--- config.mk ---
export PLATFORM = sky130hd
export DESIGN_NAME = touch_tap_qualifier
export DESIGN_NICKNAME = d
export VERILOG_FILES = /design/src/design/ttq_pkg.sv /design/src/design/ttq_cfg.sv /design/src/design/ttq_core.sv /design/src/design/touch_tap_qualifier.sv
export SDC_FILE = /design/constraint.sdc
export NUM_CORES = 1
export LEC_CHECK = 0
export BUFFER_PORTS_ARGS = -buffer_cell sky130_fd_sc_hd__buf_2
export CAP_MARGIN = 40
export CORE_ASPECT_RATIO = 0.6
export CORE_MARGIN = 8
export CORE_UTILIZATION = 25
export CTS_BUF_LIST = sky130_fd_sc_hd__clkbuf_2 sky130_fd_sc_hd__clkbuf_4 sky130_fd_sc_hd__clkbuf_8
export CTS_CLUSTER_DIAMETER = 100
export DETAILED_ROUTE_END_ITERATION = 16
export PLACE_DENSITY_LB_ADDON = 0.1
export REMOVE_ABC_BUFFERS = 1
export SLEW_MARGIN = 20
export SYNTH_ARGS = -nofsm -noshare
export SYNTH_HDL_FRONTEND = slang
export SYNTH_SLANG_ARGS = --single-unit
export TNS_END_PERCENT = 50
--- constraint.sdc ---
create_clock -name clk -period 6.1 [get_ports clk]
set_input_delay 0.61 -clock clk [delete_from_list [all_inputs] [get_ports clk]]
set_output_delay 0.61 -clock clk [all_outputs]
set_load 0.01 [all_outputs]
--- src/design/ttq_pkg.sv ---
package ttq_pkg;

  localparam int COORD_BITS   = 10;
  localparam int TIMEOUT_BITS = 16;
  localparam int SETTLE_BITS  = 4;
  localparam int CFG_DATA_BITS = 16;
  localparam int CFG_INDEX_BITS = 3;

  localparam logic [SETTLE_BITS-1:0] NIB_MAX = '1;

  // Register reset values
  localparam logic [COORD_BITS-1:0]   RESET_LEFT   = COORD_BITS'(60);
  localparam logic [COORD_BITS-1:0]   RESET_TOP    = COORD_BITS'(288);
  localparam logic [COORD_BITS-1:0]   RESET_RIGHT  = COORD_BITS'(180);
  localparam logic [COORD_BITS-1:0]   RESET_BOTTOM = COORD_BITS'(318);
  localparam logic [SETTLE_BITS-1:0]  RESET_SETTLE = SETTLE_BITS'(3);

  // Result event codes
  localparam logic [1:0] EV_PRESS   = 2'd0;
  localparam logic [1:0] EV_TIMEOUT = 2'd1;
  localparam logic [1:0] EV_RELEASE = 2'd2;
  localparam logic [1:0] EV_UNUSED  = 2'd3;

  // Input mode codes
  localparam logic MODE_SAMPLE = 1'b0;
  localparam logic MODE_TICK   = 1'b1;

  typedef enum logic [CFG_INDEX_BITS-1:0] {
    REG_RECT_LEFT      = 3'd0,
    REG_RECT_TOP       = 3'd1,
    REG_RECT_RIGHT     = 3'd2,
    REG_RECT_BOTTOM    = 3'd3,
    REG_PRESS_TIMEOUT  = 3'd4,
    REG_PRESS_SETTLE   = 3'd5,
    REG_RELEASE_SETTLE = 3'd6
  } reg_index_t;

  typedef enum logic {
    PH_WAIT_PRESS   = 1'b0,
    PH_WAIT_RELEASE = 1'b1
  } phase_t;

  typedef struct packed {
    logic [COORD_BITS-1:0]   rect_left;
    logic [COORD_BITS-1:0]   rect_top;
    logic [COORD_BITS-1:0]   rect_right;
    logic [COORD_BITS-1:0]   rect_bottom;
    logic [TIMEOUT_BITS-1:0] press_timeout;
    logic [SETTLE_BITS-1:0]  press_settle;
    logic [SETTLE_BITS-1:0]  release_settle;
  } cfg_t;

  typedef struct packed {
    logic                  mode;
    logic                  touched;
    logic [COORD_BITS-1:0] x_coord;
    logic [COORD_BITS-1:0] y_coord;
  } in_item_t;

  typedef struct packed {
    logic [1:0]            event_res;
    logic [COORD_BITS-1:0] pos_x;
    logic [COORD_BITS-1:0] pos_y;
    logic                  inside_res;
  } out_item_t;

  // Half-open rectangle test: left/top inclusive, right/bottom exclusive.
  function automatic logic in_rect(input logic [COORD_BITS-1:0] x,
                                   input logic [COORD_BITS-1:0] y,
                                   input cfg_t c);
    in_rect = (x >= c.rect_left) && (x < c.rect_right) &&
              (y >= c.rect_top) && (y < c.rect_bottom);
  endfunction

endpackage

--- src/design/ttq_cfg.sv ---
module ttq_cfg (
  input  logic                                 clk,
  input  logic                                 rst,
  input  logic                                 cfg_valid,
  output logic                                 cfg_ready,
  input  logic [ttq_pkg::CFG_INDEX_BITS-1:0]   cfg_index,
  input  logic [ttq_pkg::CFG_DATA_BITS-1:0]    cfg_data,
  output ttq_pkg::cfg_t                        cfg
);
  import ttq_pkg::*;

  // Writes are registered directly, so the port never stalls.
  assign cfg_ready = 1'b1;

  always_ff @(posedge clk) begin
    if (rst) begin
      cfg.rect_left      <= RESET_LEFT;
      cfg.rect_top       <= RESET_TOP;
      cfg.rect_right     <= RESET_RIGHT;
      cfg.rect_bottom    <= RESET_BOTTOM;
      cfg.press_timeout  <= '0;
      cfg.press_settle   <= RESET_SETTLE;
      cfg.release_settle <= RESET_SETTLE;
    end else if (cfg_valid) begin
      unique case (cfg_index)
        REG_RECT_LEFT:      cfg.rect_left      <= cfg_data[COORD_BITS-1:0];
        REG_RECT_TOP:       cfg.rect_top       <= cfg_data[COORD_BITS-1:0];
        REG_RECT_RIGHT:     cfg.rect_right     <= cfg_data[COORD_BITS-1:0];
        REG_RECT_BOTTOM:    cfg.rect_bottom    <= cfg_data[COORD_BITS-1:0];
        REG_PRESS_TIMEOUT:  cfg.press_timeout  <= cfg_data[TIMEOUT_BITS-1:0];
        REG_PRESS_SETTLE:   cfg.press_settle   <= cfg_data[SETTLE_BITS-1:0];
        REG_RELEASE_SETTLE: cfg.release_settle <= cfg_data[SETTLE_BITS-1:0];
        default: ;
      endcase
    end
  end

endmodule

--- src/design/ttq_core.sv ---
module ttq_core #(
  parameter int TICK_BITS = 16
) (
  input  logic               clk,
  input  logic               rst,
  input  ttq_pkg::cfg_t      cfg,
  input  logic               in_valid,
  output logic               in_ready,
  input  ttq_pkg::in_item_t  in_data,
  output logic               out_valid,
  input  logic               out_ready,
  output ttq_pkg::out_item_t out_data
);
  import ttq_pkg::*;

  localparam int CMP_BITS = (TICK_BITS > TIMEOUT_BITS) ? TICK_BITS : TIMEOUT_BITS;
  localparam logic [TICK_BITS-1:0] TICK_MAX = '1;

  // Input register
  logic     s1_valid;
  in_item_t s1_item;
  logic     s1_fire;

  // Qualifier state
  phase_t                 phase, phase_next;
  logic [SETTLE_BITS-1:0] settle_count, settle_count_next;
  logic [SETTLE_BITS-1:0] lost_count, lost_count_next;
  logic [TICK_BITS-1:0]   elapsed, elapsed_next;
  logic [COORD_BITS-1:0]  press_x, press_x_next, press_y, press_y_next;
  logic [COORD_BITS-1:0]  last_x, last_x_next, last_y, last_y_next;

  logic [SETTLE_BITS-1:0] settle_inc, lost_inc;
  logic [TICK_BITS-1:0]   elapsed_inc;
  logic                   timeout_hit;
  logic                   res_valid;
  out_item_t              res;

  assign s1_fire  = s1_valid && (!out_valid || out_ready);
  assign in_ready = !s1_valid || s1_fire;

  always_ff @(posedge clk) begin
    if (rst) begin
      s1_valid <= 1'b0;
    end else if (in_ready) begin
      s1_valid <= in_valid;
    end
  end

  always_ff @(posedge clk) begin
    if (in_ready && in_valid) begin
      s1_item <= in_data;
    end
  end

  assign settle_inc  = (settle_count == NIB_MAX) ? settle_count
                                                 : settle_count + SETTLE_BITS'(1);
  assign lost_inc    = (lost_count == NIB_MAX) ? lost_count
                                               : lost_count + SETTLE_BITS'(1);
  assign elapsed_inc = (elapsed == TICK_MAX) ? elapsed : elapsed + TICK_BITS'(1);
  assign timeout_hit = (CMP_BITS'(elapsed_inc) >= CMP_BITS'(cfg.press_timeout)) ||
                       (elapsed_inc == TICK_MAX);

  always_comb begin
    phase_next        = phase;
    settle_count_next = settle_count;
    lost_count_next   = lost_count;
    elapsed_next      = elapsed;
    press_x_next      = press_x;
    press_y_next      = press_y;
    last_x_next       = last_x;
    last_y_next       = last_y;
    res_valid         = 1'b0;
    res               = '0;
    if (s1_fire) begin
      unique case (phase)
        PH_WAIT_PRESS: begin
          if (s1_item.mode == MODE_TICK) begin
            if (cfg.press_timeout != '0) begin
              if (timeout_hit) begin
                elapsed_next      = '0;
                settle_count_next = '0;
                res_valid         = 1'b1;
                res.event_res     = EV_TIMEOUT;
              end else begin
                elapsed_next = elapsed_inc;
              end
            end
          end else if (!s1_item.touched) begin
            settle_count_next = '0;
          end else if (settle_inc >= cfg.press_settle) begin
            press_x_next      = s1_item.x_coord;
            press_y_next      = s1_item.y_coord;
            last_x_next       = s1_item.x_coord;
            last_y_next       = s1_item.y_coord;
            phase_next        = PH_WAIT_RELEASE;
            settle_count_next = '0;
            lost_count_next   = '0;
            elapsed_next      = '0;
            res_valid         = 1'b1;
            res.event_res     = EV_PRESS;
            res.pos_x         = s1_item.x_coord;
            res.pos_y         = s1_item.y_coord;
            res.inside_res    = in_rect(s1_item.x_coord, s1_item.y_coord, cfg);
          end else begin
            settle_count_next = settle_inc;
          end
        end
        PH_WAIT_RELEASE: begin
          if (s1_item.mode == MODE_TICK) begin
            // ticks are ignored once pressed
          end else if (s1_item.touched) begin
            last_x_next     = s1_item.x_coord;
            last_y_next     = s1_item.y_coord;
            lost_count_next = '0;
          end else if (lost_inc >= cfg.release_settle) begin
            phase_next        = PH_WAIT_PRESS;
            lost_count_next   = '0;
            settle_count_next = '0;
            elapsed_next      = '0;
            res_valid         = 1'b1;
            res.event_res     = EV_RELEASE;
            res.pos_x         = last_x;
            res.pos_y         = last_y;
            res.inside_res    = in_rect(press_x, press_y, cfg) &&
                                in_rect(last_x, last_y, cfg);
          end else begin
            lost_count_next = lost_inc;
          end
        end
        default: ;
      endcase
    end
  end

  always_ff @(posedge clk) begin
    if (rst) begin
      phase        <= PH_WAIT_PRESS;
      settle_count <= '0;
      lost_count   <= '0;
      elapsed      <= '0;
    end else begin
      phase        <= phase_next;
      settle_count <= settle_count_next;
      lost_count   <= lost_count_next;
      elapsed      <= elapsed_next;
    end
  end

  always_ff @(posedge clk) begin
    press_x <= press_x_next;
    press_y <= press_y_next;
    last_x  <= last_x_next;
    last_y  <= last_y_next;
  end

  // Result register
  always_ff @(posedge clk) begin
    if (rst) begin
      out_valid <= 1'b0;
    end else if (s1_fire) begin
      out_valid <= res_valid;
    end else if (out_ready) begin
      out_valid <= 1'b0;
    end
  end

  always_ff @(posedge clk) begin
    if (s1_fire && res_valid) begin
      out_data <= res;
    end
  end

endmodule

--- src/design/touch_tap_qualifier.sv ---
// Touch press/release qualifier. Each input beat is either a touch poll sample
// (mode 0: touched flag plus x/y) or one time tick (mode 1). Waiting for a
// press, consecutive touched samples are counted; at press_settle the block
// emits a press beat with the point and whether it lies in the half-open
// button rectangle, then waits for release. Touched samples during release
// wait track the last point; release_settle consecutive untouched samples emit
// a release beat at the last point, inside set only if press and release
// points both lie in the rectangle. A nonzero press_timeout lets ticks end a
// press wait with a timeout beat (point and inside zero); the tick counter is
// TICK_BITS wide and saturates, which also ends the wait. Each input beat
// yields zero or one result beat. A beat accepted into the input register has
// its result, if any, loaded into the result register as it leaves the input
// register. One beat is accepted every cycle as long as the result register
// drains, so in_ready follows out_ready combinationally when both stages hold
// a beat. Configuration writes (index 0..6, index 7 ignored) take effect on
// the next cycle and must be issued only while no beat is in flight.
module touch_tap_qualifier #(
  parameter int TICK_BITS = 16
) (
  input  logic                               clk,
  input  logic                               rst,
  input  logic                               in_valid,
  output logic                               in_ready,
  input  ttq_pkg::in_item_t                  in_data,
  output logic                               out_valid,
  input  logic                               out_ready,
  output ttq_pkg::out_item_t                 out_data,
  input  logic                               cfg_valid,
  output logic                               cfg_ready,
  input  logic [ttq_pkg::CFG_INDEX_BITS-1:0] cfg_index,
  input  logic [ttq_pkg::CFG_DATA_BITS-1:0]  cfg_data
);
  import ttq_pkg::*;

  cfg_t cfg;

  // Register file: rectangle, timeout and settle counts.
  ttq_cfg u_cfg (
    .clk       (clk),
    .rst       (rst),
    .cfg_valid (cfg_valid),
    .cfg_ready (cfg_ready),
    .cfg_index (cfg_index),
    .cfg_data  (cfg_data),
    .cfg       (cfg)
  );

  // Input register, qualifier state and result register.
  ttq_core #(
    .TICK_BITS (TICK_BITS)
  ) u_core (
    .clk       (clk),
    .rst       (rst),
    .cfg       (cfg),
    .in_valid  (in_valid),
    .in_ready  (in_ready),
    .in_data   (in_data),
    .out_valid (out_valid),
    .out_ready (out_ready),
    .out_data  (out_data)
  );

endmodule

==> impl_metrics.toml, run 1 <==
[critical_path]
timing.rr.end = "u_core.out_data[2]"
critical_path_class = "flop to flop"
critical_path.startpoint = "u_core.elapsed[0]"
cp.arrival_ps = 4710
critPathMaxFanout = 13
start_kind = "flop"
cp-end-kind = "flop"
r2r_start = "u_core.elapsed[0]"
cp.required_ps = 6280
r2r_setup_slack_ps = 1580
reg2regPathDepth = 14

[logic_synthesis]
ys_ff_latch = 176
yosys.cell_types.count = 61
syn_inst = 1026
synth_top_area_frac = 0.255
yosys.area.top_type = "edfxtp_1"
synth_edf_count = 85
synth_flop_cell = "dfxtp_1"
synth_area_um2 = 10000
seq_area_frac_synth = 0.437
synth.area.top_cells = "edfxtp_1 26%, dfxtp_1 18%, ha_1 18%, nand2_1 5.3%, a21oi_1 4.9%"
synth_warnings = 0
async_flop_share = 0
syn_avg_cell_area_um2 = 9.75

[clocking]
cts_sinks = 176
cts_setup_buffers = 0
cts_tree = "done"
clockRootBuffer = "clkbuf_8"
cts.htree.levels = 4
cts_made_buffers = 17
clkTransAtPathRegs_ps = 100
post_cts_resized = 0
cts_buffer_depth = 2
clk-insertion-delay-late_ps = 490
ctsHoldBuffers = 0

[detailed_routing]
dr_total_vias = 7468
routed_via_density = 4.60
drt_iter0_markers = 524
first_pass_iters = 5
drc_errors = 0
antenna_left = 0
wirelength_um = 29800
wl_per_cell_um = 18.3

[power_and_ir_drop]
power.leakage_nw = 4.59
clockPowerShare = 0.373
p_per_area_nw_per_um2 = 207
p_seq_frac = 0.543
p_sw_w = 0.000590
combPwrFrac = 0.084
p_int_w = 0.00177
swShare = 0.250
vdd_drop_max_mv = 0.122

[global_routing]
grt.total_usage = 0.128
grt_start_max_net_pins = 63
grt_pass1_wl_um = 45600
grt-ovfl-total = 0
antenna_found_initial = 0
grt_pass1_vias = 7109

[placed_design]
gp_congestion = 0.794
dp_hpwl_um = 22600
dpl.cell_count = 1590
io_buffers = 70

[floorplan]
initial_utilization = 0.255
die_w_um = 274
io_pins = 72
rows = 56
core_area_um2 = 39200
die-area_um2 = 46900
die_y_um = 171

[min_path]
holdPathEnd = "u_core.s1_item[11]"
min_path_cells = 1
hold_path_startpoint = "in_data[11]"
hp-class = "primary input to flop"

[finish]
final_cells = 1625
area_growth_pct = 13.6
diodes = 0
final_util = 0.290
n_fill_cell = 4165
final_layout_size_suffix_gt1_frac = 0.121
nets = 1277

[sta]
fin_skew_ps = 17.2
setup_viol_count_final = 0
slew_headroom = 0.458
fin_setup_tns_ps = 0
slew_violations = 0
min_period_ps = 4520
fmax_mhz = 221
worst_pin_slew_ps = 806
fin_crit_sh = 0.741
grt_setup_unrepaired = "false"
hold_violations = 0

[run]
drv_cap = 0

[run_status]
status = "finished, final reports clean"
-- metal layers --
layer / track usage / part of all wire
met1: 0.215 / 0.60
met2: 0.159 / 0.36
met3: 0.0280 / 0.034
met4: 0.0231 / 0.0068
met5: 0 / 0
-- cells by family (layout without fill, tap and decap cells) --
group,count (synthesis),count (layout),synth area share
and+or+nand+nor,336,336,0.163
AOI/OAI and AO/OA,238,238,0.154
adders and majority gates,141,141,0.176
muxes,14,14,0.0143
xor gates and xnor gates,9,9,0.00863
other,1,1,0.000375
DFF,176,176,0.437
buffers and inverters,111,188,0.0468
-- per-stage QoR --
stage	hold slack, ps	power, W	setup WS [ps]	cell area, um2
finish	285	0.00236	1580	11400
detailed placement	447	0.00151	1460	10900
global placement	444	0.00150	1370	10900
floorplan	430	0.00141	1650	9820
global route	233	0.00248	1060	11400
CTS	238	0.00240	1430	11300
-- final cells by class --
type	instances	area [um2]	area share
tap	522	653	0.0575
clock inverter	5	80.1	0.00705
multi-input combinational	739	5190	0.456
sequential	176	4370	0.385
inverter	74	278	0.0244
timing repair buffer	82	458	0.0403
clock buffer	27	334	0.0294
-- state kept, by name (all words and copies together) (netlist names) --
| signal | flops |
|---|---|
| u_core.s1_item | 22 |
| u_core.lost_count | 4 |
| u_core.elapsed | 16 |
| u_core.last_x | 10 |
| u_core.press_x | 10 |
| u_core.settle_count | 4 |
| u_core.out_valid | 1 |
| u_cfg.cfg | 64 |
| u_core.s1_valid | 1 |
| u_core.out_data | 23 |
| u_core.last_y | 10 |
| u_core.phase | 1 |
| u_core.press_y | 10 |
-- critical path: stages, from the launching register on --
cell      delay [ps]
dfxtp_1          590
ha_1             430
nand4_4          210
or4_4            640
xnor2_1          160
ha_1             280
nand2b_1          90
a211oi_1          70
o21ai_0          210
a211oi_1         110
o211ai_1         200
a41o_1           200
nand3_1          140
a21oi_4          510
buf_4            340
-- how the worst max path moves through the flow --
| stage | endpoint | slack [ps] |
|---|---|---|
| 2_1_floorplan | u_core.out_data[0] | 1650 |
| 3_3_place_gp | u_core.elapsed[0] | 1370 |
| 3_5_place_dp | u_core.elapsed[13] | 1460 |
| 4_1_cts | u_core.elapsed[13] | 1430 |
| 5_1_grt | u_core.out_data[2] | 1060 |
| 6_report | u_core.out_data[2] | 1580 |
-- Yosys cell counts, types with 3 or more instances --
cell type and instances:
buf_4 6, o21a_1 10, and2_0 3, xor2_1 3
inv_1 74, nand4_4 3, a21oi_1 97, o21ai_0 28
a2111oi_0 3, clkbuf_1 25, mux2i_1 12, nor2b_1 17
o31ai_1 4, nand4_1 7, nor3_1 14, xnor2_1 5
nand2_1 140, a21boi_0 5, ha_1 141, and3_1 5
dfxtp_1 91, or3_1 4, and2_1 3, a21o_1 20
nand3_1 31, nand3b_1 7, a22oi_1 4, nor4_1 16
nand2b_1 21, a211oi_1 6, edfxtp_1 85, o211ai_1 6
a211o_1 15, nor2_1 57, a31oi_1 5, a22o_1 20
-- layout by cell type (no fill, tap or decap), types with 3 or more instances in the layout --
cell and n:
o211ai_1 6, nor2_1 56, xnor2_1 5, nand2b_1 21, a22oi_1 4, a21oi_1 96, nand4_1 7, xor2_1 3
clkbuf_8 21, nand3b_1 7, nand2_1 140, o31ai_1 4, nand3_1 31, edfxtp_1 85, inv_1 74, buf_2 71
a2111oi_0 3, a22o_1 20, clkbuf_4 6, ha_1 141, nor3_1 13, a31oi_1 5, a211oi_1 6, nand4_4 3
dfxtp_1 91, nor4_1 16, a211o_1 15, buf_4 8, nor2b_1 17, o21ai_0 28, or3_1 4, a21o_1 20
o21a_1 10, a21boi_0 5, and3_1 5, mux2i_1 12
-- power by group through the flow --
stage / Sequential, W / Combinational [W] / Clock [W]
final: 0.00128 / 0.000198 / 0.000879
after global routing: 0.00128 / 0.000225 / 0.000973
after CTS: 0.00128 / 0.000200 / 0.000922
after detailed placement: 0.00131 / 0.000199 / 0
after global placement: 0.00131 / 0.000194 / 0
after floorplan: 0.00130 / 0.000107 / 0
Power figures use the tool's default switching activity.
==> inputs of run 2 (changes only) <==
ABC_AREA = 1   (was unset)
clock period = 4.65 ns   (was 6.1 ns; I/O delays follow)
==> run 2 against run 1 <==
Net effect: die area is 3.8% higher; critical path depth grew 5; count of clock-buffer cells in the layout down 10; register-to-register slack got worse by 710 ps; worst setup slack worse by 710 ps; synthesized area is 4.1% higher; combinational power grew to 2.9 times the previous value; total power is 44% higher; wire length increased by 8.5%; worst hold slack got worse by 140 ps; synthesized cell count up 17%; highest routed layer unchanged.
==> impl_metrics.toml, run 2 <==
[run_status]
status = "finished, final reports clean"

[logic_synthesis]
synth_common_cells = "207 x nand2_1, 150 x inv_1, 141 x ha_1"
synth_top_area_frac = 0.245
ys_ff_latch = 176
synth_area_um2 = 10400
yosys.cell_types.count = 45
synth_edf_count = 85
synth.area.top_cells = "edfxtp_1 24%, dfxtp_1 17%, ha_1 17%, nand2_1 7.5%, inv_1 5.4%"
synth.most_common_cell = "nand2_1"
synth_warnings = 0
async_flop_share = 0
yosys.area.top_type = "edfxtp_1"
syn_inst = 1205
synth_flop_cell = "dfxtp_1"
seq_area_frac_synth = 0.420
syn_avg_cell_area_um2 = 8.65

[global_routing]
grt.total_usage = 0.135
grt_util_met1 = 0.211
met2_usage = 0.180
grt_pass1_vias = 8176
grt_start_max_net_pins = 44
antenna_found_initial = 0
grt_pass1_wl_um = 49900
grt.busiest_layer = "met1"
grt_util_met3 = 0.0349
grt-ovfl-total = 0

[detailed_routing]
antenna_left = 0
drt_iter0_markers = 505
drc_errors = 0
first_pass_iters = 5
wl_per_cell_um = 17.4
wirelength_um = 32300
routed_via_density = 4.44
dr_total_vias = 8266

[finish]
final_common_cell = "nand2_1"
fin_area_um2 = 11800
area_growth_pct = 13.6
final_layout_size_suffix_gt1_frac = 0.123
reg.largest.list = "u_cfg.cfg (64), u_core.out_data (23), u_core.s1_item (22)"
diodes = 0
most-common-layout-cells = "207 x nand2_1, 149 x inv_1, 141 x ha_1"
largest_register = "u_cfg.cfg"
final_util = 0.285
largest_register_ffs = 64
nets = 1464

[critical_path]
cp.required_ps = 4780
timing.rr.end = "u_core.out_data[2]"
path_cells = "ha_1, nand3_1, nor2_1, nand3_1, nand2_1, nand3_1, ha_1, nand2_1, inv_1, nand3_1, nor2_1, nand3_1, and3_1, nand2_4, nand2_2, nand2_2, nand2_2, inv_1, buf_4"
r2r_setup_slack_ps = 870
start_kind = "flop"
r2r_start = "u_core.elapsed[0]"
cp.arrival_ps = 3910
critical_path_class = "flop to flop"
cpPeakStageDelay_ps = 480
critPathMaxFanout = 23
cp-end-kind = "flop"
cp_slowest_cell = "dfxtp_1"
cp_common_cell = "nand3_1"
reg2regPathDepth = 19

[power_and_ir_drop]
p_sw_w = 0.00108
p_seq_frac = 0.515
vdd_drop_max_mv = 0.145
p_per_area_nw_per_um2 = 287
p_int_w = 0.00231
clockPowerShare = 0.317
combPwrFrac = 0.168
power.leakage_nw = 5.05
swShare = 0.320

[min_path]
hold_path_startpoint = "in_data[15]"
min_path_cells = 1
holdPathEnd = "u_core.s1_item[15]"
hp-class = "primary input to flop"

[floorplan]
initial_utilization = 0.251
io_pins = 72
core_area_um2 = 41500
die_y_um = 174
die-area_um2 = 48700
rows = 58
die_w_um = 280

[sta]
fin_skew_ps = 12.4
grt_setup_unrepaired = "false"
fin_crit_sh = 0.813
slew_violations = 0
hold_violations = 0
hold_slack_ps = 141
min_period_ps = 3780
setup_viol_count_final = 0
fin_setup_tns_ps = 0
fmax_mhz = 265
slew_headroom = 0.536
worst_pin_slew_ps = 695

[clocking]
cts.htree.levels = 4
cts_sinks = 176
clk-insertion-delay-late_ps = 490
cts_tree = "done"
clockRootBuffer = "clkbuf_8"
cts_made_buffers = 17
cts_buffer_depth = 2
clkTransAtPathRegs_ps = 100
ctsHoldBuffers = 0
post_cts_resized = 0
cts_setup_buffers = 0

[run]
drv_cap = 0

[placed_design]
gp_congestion = 0.842
dp_hpwl_um = 25200
io_buffers = 70
placed_area_um2 = 11400
[run 2: cell count changes after synthesis, moves of 13 or more]
cell / change
nand3_1: +24
nor2b_1: -17
a211o_1: -15
nor4_1: -13
nand2b_1: -21
nand2_1: +67
o211ai_1: +17
inv_1: +76
nor2_1: +47
o21ai_0: +54
nand4_1: +15
a21o_1: -17
[run 2: critical path: cells and delay by family (launching register included)]
family        cells  cell delay [ps]
fa+ha+maj         2              650
simple gates     14             1780
buf+inv           3              510
flops             1              480
[run 2: logic make-up (layout without fill, tap and decap cells)]
| logic type | Yosys count | count (layout) | synth area share |
|---|---|---|---|
| AND/OR/NAND/NOR | 432 | 432 | 0.187 |
| AO/OA/AOI/OAI | 267 | 267 | 0.150 |
| buffers and inverters | 183 | 268 | 0.0701 |
| flip-flops | 176 | 176 | 0.420 |
| adder cells (fa/ha/maj) | 141 | 141 | 0.169 |
| XOR/XNOR | 5 | 5 | 0.00420 |
| other | 1 | 1 | 0.000360 |
[run 2: worst max-delay path by stage]
stage / start / endpoint / slack [ps]
final: u_core.elapsed[0] / u_core.out_data[2] / 870
after global routing: u_core.elapsed[0] / u_core.out_data[8] / 540
after CTS: u_core.elapsed[0] / u_core.out_data[8] / 890
after detailed placement: u_core.elapsed[0] / u_core.out_data[3] / 920
after global placement: u_core.elapsed[0] / u_core.out_data[3] / 990
after floorplan: u_core.settle_count[0] / u_core.out_data[11] / 1220
[run 2: per-stage QoR]
step / setup slack, ps / cells / power, W
3_3_place_gp: 992 / 1824 / 0.00235
6_report: 870 / 1860 / 0.00339
4_1_cts: 889 / 1858 / 0.00345
2_1_floorplan: 1220 / 1176 / 0.00214
3_5_place_dp: 915 / 1826 / 0.00235
5_1_grt: 541 / 1860 / 0.00361
[run 2: power groups by stage]
stage	sequential (W)	clock, W	combinational [W]
finish	0.00175	0.00108	0.000570
detailed placement	0.00178	0	0.000570
floorplan	0.00176	0	0.000378
CTS	0.00175	0.00113	0.000573
global placement	0.00178	0	0.000567
global route	0.00176	0.00119	0.000658
[run 2: cell type report]
class,instances,area (um2)
flip-flops and latches,176,4370
well taps,570,713
repair buffers,82,468
multi-input cells,846,5320
clock buffers,17,234
inverters,154,587
fillers,4519,29700
clock inverters,15,135
[run 2: metal layers]
metal  wire (um)  vias to the layer above  share of wire
met3        1560                       17          0.048
met4         282                        0         0.0087
met5           0                        -              0
met1       18300                     3821           0.57
met2       12100                      145           0.38
li1            -                     4283              -
